===== src/rtl/lsbbuf_pkg.sv =====
`timescale 1ns / 1ps
// ----------------------------------------------------------------------------
// lsbbuf_pkg
// Shared types and constants for the LSB-first bit stream buffer.
// ----------------------------------------------------------------------------
package lsbbuf_pkg;

   // Field widths of the request and response beats
   localparam int OP_W     = 3;
   localparam int VAL_W    = 32;
   localparam int CNT_W    = 6;
   localparam int BITPOS_W = 3;
   localparam int ADDR_W   = 12;
   localparam int BYTE_W   = 8;

   // Address reduction takes one compare/subtract per address bit
   localparam int MOD_STEPS = ADDR_W;
   localparam int MODCNT_W  = $clog2(MOD_STEPS);

   // Defaults for the top-level parameters
   localparam int DEF_BUFFER_DEPTH = 4096;
   localparam int DEF_MAX_COUNT    = 32;

   typedef enum logic [OP_W-1:0] {
      OP_WRITE    = 3'd0,
      OP_READ     = 3'd1,
      OP_SET_BIT  = 3'd2,
      OP_SET_BYTE = 3'd3,
      OP_PEEK     = 3'd4
   } opcode_type;

   // Controller to datapath
   typedef struct packed {
      logic capture;    // latch request beat
      logic set_bit;    // load bit cursor from request
      logic mod_step;   // one step of address reduction
      logic fetch_cur;  // read byte at cursor
      logic fetch_rem;  // read byte at reduced address
      logic update;     // consume one byte chunk
      logic wr;         // chunk is a write
      logic set_byte;   // load byte cursor from reduced address
      logic load_rsp;   // load response registers
      logic peek_out;   // response carries peeked byte
   } cmd_type;

   // Datapath to controller
   typedef struct packed {
      logic cnt_zero;   // no bits left in this op
      logic mod_last;   // current reduction step is the last
   } sts_type;

endpackage


===== src/rtl/lsbbuf_ctrl.sv =====
`timescale 1ns / 1ps
// ----------------------------------------------------------------------------
// lsbbuf_ctrl
// Sequencer: accepts a request beat, steps the datapath through the op and
// hands the response beat to the output register.
// ----------------------------------------------------------------------------
module lsbbuf_ctrl (
   input  logic                             clock,
   input  logic                             reset,
   input  logic                             req_valid,
   output logic                             req_stall,
   input  logic [lsbbuf_pkg::OP_W-1:0]      req_opcode,
   output logic                             rsp_valid,
   input  logic                             rsp_stall,
   input  lsbbuf_pkg::sts_type              sts,
   output lsbbuf_pkg::cmd_type              cmd
);

   typedef enum logic [2:0] {
      S_IDLE,
      S_CHUNK,
      S_UPDATE,
      S_MOD,
      S_PLACE,
      S_FINISH
   } state_type;

   state_type              state_ff, state_in;
   lsbbuf_pkg::opcode_type op_ff, op_in;
   logic                   rsp_valid_ff, rsp_valid_in;

   // Next state and commands
   always_comb begin
      state_in     = state_ff;
      op_in        = op_ff;
      rsp_valid_in = rsp_valid_ff;
      cmd          = '0;
      if (rsp_valid_ff && !rsp_stall) begin
         rsp_valid_in = 1'b0;
      end
      case (state_ff)
         S_IDLE: begin
            if (req_valid) begin
               cmd.capture = 1'b1;
               op_in       = lsbbuf_pkg::opcode_type'(req_opcode);
               case (req_opcode)
                  lsbbuf_pkg::OP_WRITE,
                  lsbbuf_pkg::OP_READ: begin
                     state_in = S_CHUNK;
                  end
                  lsbbuf_pkg::OP_SET_BIT: begin
                     cmd.set_bit = 1'b1;
                     state_in    = S_FINISH;
                  end
                  lsbbuf_pkg::OP_SET_BYTE,
                  lsbbuf_pkg::OP_PEEK: begin
                     state_in = S_MOD;
                  end
                  default: begin
                     state_in = S_FINISH;
                  end
               endcase
            end
         end
         S_CHUNK: begin
            if (sts.cnt_zero) begin
               state_in = S_FINISH;
            end else begin
               cmd.fetch_cur = 1'b1;
               state_in      = S_UPDATE;
            end
         end
         S_UPDATE: begin
            cmd.update = 1'b1;
            cmd.wr     = (op_ff == lsbbuf_pkg::OP_WRITE);
            state_in   = S_CHUNK;
         end
         S_MOD: begin
            cmd.mod_step = 1'b1;
            if (sts.mod_last) begin
               state_in = S_PLACE;
            end
         end
         S_PLACE: begin
            if (op_ff == lsbbuf_pkg::OP_PEEK) begin
               cmd.fetch_rem = 1'b1;
            end else begin
               cmd.set_byte = 1'b1;
            end
            state_in = S_FINISH;
         end
         S_FINISH: begin
            // wait until the output register is free or draining
            if (!rsp_valid_ff || !rsp_stall) begin
               cmd.load_rsp = 1'b1;
               cmd.peek_out = (op_ff == lsbbuf_pkg::OP_PEEK);
               rsp_valid_in = 1'b1;
               state_in     = S_IDLE;
            end
         end
         default: begin
            state_in = S_IDLE;
         end
      endcase
   end

   // State and registered outputs
   always_ff @(posedge clock) begin
      if (reset) begin
         state_ff     <= S_IDLE;
         op_ff        <= lsbbuf_pkg::OP_WRITE;
         rsp_valid_ff <= 1'b0;
      end else begin
         state_ff     <= state_in;
         op_ff        <= op_in;
         rsp_valid_ff <= rsp_valid_in;
      end
   end

   assign req_stall = (state_ff != S_IDLE);
   assign rsp_valid = rsp_valid_ff;

endmodule


===== config.mk =====
export PLATFORM = sky130hd
export DESIGN_NAME = lsbbuf_ctrl
export DESIGN_NICKNAME = d
export VERILOG_FILES = /design/src/rtl/lsbbuf_pkg.sv /design/src/rtl/lsbbuf_ctrl.sv
export SDC_FILE = /design/constraint.sdc
export NUM_CORES = 1
export LEC_CHECK = 0
export ABC_AREA = 1
export BUFFER_PORTS_ARGS = -buffer_cell sky130_fd_sc_hd__buf_2
export CORE_UTILIZATION = 35
export DETAILED_ROUTE_END_ITERATION = 6
export PLACE_DENSITY_LB_ADDON = 0.2
export RECOVER_POWER = 50
export SYNTH_ARGS = -nofsm -noshare
export SYNTH_HDL_FRONTEND = slang
export SYNTH_SLANG_ARGS = --single-unit

===== constraint.sdc =====
create_clock -name clock -period 1.4 [get_ports clock]
set_input_delay 0.21 -clock clock [delete_from_list [all_inputs] [get_ports clock]]
set_output_delay 0.21 -clock clock [all_outputs]
set_load 0.05 [all_outputs]

==> results.ini <==
[outcome]
outcome = complete, but fails checks
violations = setup timing

[synth]
yosysUniqueCellTypes = 20
yosysTopAreaCellShare = 0.286
synth_top_area_cell = dfxtp_1
syn_area_per_cell_um2 = 6.54
ys.warnings.count = 0
ys_seq_area_frac = 0.286
yosysMostFrequentCell = nand2_1
syn_area_um2 = 490
syn_inst = 75
syn_nets = 84
async_flop_share = 0
ys_top_cells_by_area = dfxtp_1 29%, nand2_1 13%, inv_1 9.2%
yosys-top-cells-count = 17 x nand2_1, 12 x inv_1, 8 x nor2_1
synth_edf_count = 0
synth-seq-cells = 7
synth_flop_cell = dfxtp_1

[final_layout]
n_fill_cell = 126
stdcell_area_um2 = 845
seq_area_um2 = 146
n_antenna_cell = 0
drive_gt1_frac = 0.536
multi_input_area_um2 = 347
area_delta_synth_final_pct = 72.2
layout.nets = 122

[timing]
timing.slew.headroom = 0.818
tightest_slew_ns = 0.274
fmax_mhz = 680
rsz0062_at_grt = yes
maxSlewViolCount = 0
holdWs_ns = 0.218
fin_skew_ns = 0.00172
fin_crit_sh = 1.05
setup_slack_ns = -0.0701
setup_viol = 6
setup-tns-final_ns = -0.182
hold_viol = 0
min_period_ns = 1.47

[placement]
portBuffers = 20
dpl.hpwl_um = 880
gp_congestion = 0.733
placed_area_um2 = 696

[critical_path]
path_buf_inv = 2
critPathSlowestCell = dfxtp_4
critPathMaxFanout = 3
cp.arrival_ns = 1.26
critPathLaunchType = register
crit_family = simple AND/OR/NAND/NOR gates
required_ns = 1.19
worstSetupPathType = reg2out
slowest_delay_ns = 0.35
cp-end-kind = output pin
crit_chain = nor2_4 > nand2_4 > nor2_8 > inv_4 > nor3_4 > buf_6

[cts]
cts.sinks = 7
cts_hold_buf = 0
clk_pin_slew_worst_paths_ns = 0.05
clockBufferDepth = 2
cts_max_level = 1
cts_root_buffer = clkbuf_4
cts_tree = done
insertion_delay_ns = 0.25
cts_buffers = 3

[route]
drt_iter0_markers = 26
wl_per_cell_um = 10.2
drc_errors = 0
vias_per_cell = 4.81
routed_wirelength_um = 1300
ant_nets = 0
first_pass_iters = 4
vias = 611

[pwr]
p_per_area_nw_per_um2 = 2130
peakVddDrop_mv = 1.13
total_leakage_power_nw = 0.432

[floorplan]
pin_count = 21
die_height_um = 39.4
core_um2 = 1300
die_area_um2 = 1560
start_util = 0.377
rows = 13
die_x_um = 39.4

[global_route]
grt_usage = 0.192
grt_pass1_wl_um = 1970
grt_start_max_net_pins = 8
antenna_found_initial = 0
grt_overflow = 0
grt_pass1_vias = 501

[job]
drv_cap = 0

[hold_path]
hold_class = in2reg

## layer usage
| layer | vias to the layer above | GRT usage | wire, µm |
|---|---|---|---|
| li1 | 312 | - | - |
| met1 | 275 | 0.234 | 509 |
| met2 | 24 | 0.311 | 696 |
| met3 | 0 | 0.0795 | 94 |
| met4 | 0 | 0.0431 | 0 |
| met5 | - | 0 | 0 |
## sequential cells by signal, indices dropped and copies added (netlist names)
register and flops:
rsp_valid 1, state_ff 3, op_ff 3
## area by class of cell
class	instances	area share
clock buffer	4	0.0311
sequential	7	0.173
timing repair buffer	33	0.298
inverter	14	0.0652
multi-input combinational	54	0.410
tap	15	0.0222
## logic make-up (layout without fill, tap and decap cells)
logic type	count (synthesis)	in the layout	synth area share
simple gates	45	45	0.492
buf+inv	14	51	0.107
compound gates	9	9	0.115
flops	7	7	0.286
## placed cells by master, fill, tap and decap left out, types with 3 or more instances in the layout
cell type	synthesis	routed
nor3_4	0	3
nand3_1	5	4
nor2_1	8	4
nor2_2	2	6
buf_6	0	5
inv_1	12	11
clkbuf_4	0	3
buf_2	0	8
buf_4	0	18
dfxtp_1	7	4
nand2_1	17	17
a21oi_1	6	6
## final timing paths
kind	cells after the start	to	start	slack, ns
setup / recovery	6	cmd[8]	state_ff[1]	-0.07
hold / removal	2	state_ff[1]	reset	0.22
setup reg to reg	9	state_ff[1]	state_ff[1]	0.10
hold reg to reg	2	op_ff[1]	op_ff[1]	0.46
## report_power, final
part           internal (mW)  switching, mW
Combinational          0.524          0.761
Sequential             0.267         0.0670
Clock                  0.109         0.0720
## metrics by stage
step,instances,util,power [mW],setup WS [ns]
5_1_grt,127,0.649,1.92,-0.132
2_1_floorplan,75,-,1.07,-0.285
3_5_place_dp,116,0.535,1.32,0.0309
4_1_cts,125,0.629,1.72,-0.0683
3_3_place_gp,116,0.535,1.32,0.0458
6_report,127,0.649,1.80,-0.0701
## what timing repair did
action / in CTS / in global routing
endpoints found under the hold margin: 0 / 0
setup buffers: 5 / 2
pin swaps: 5 / 0
gates resized for setup: 22 / 6
setup endpoints to repair: 11 / 11
Note: power is estimated with default switching activity, not from simulation.
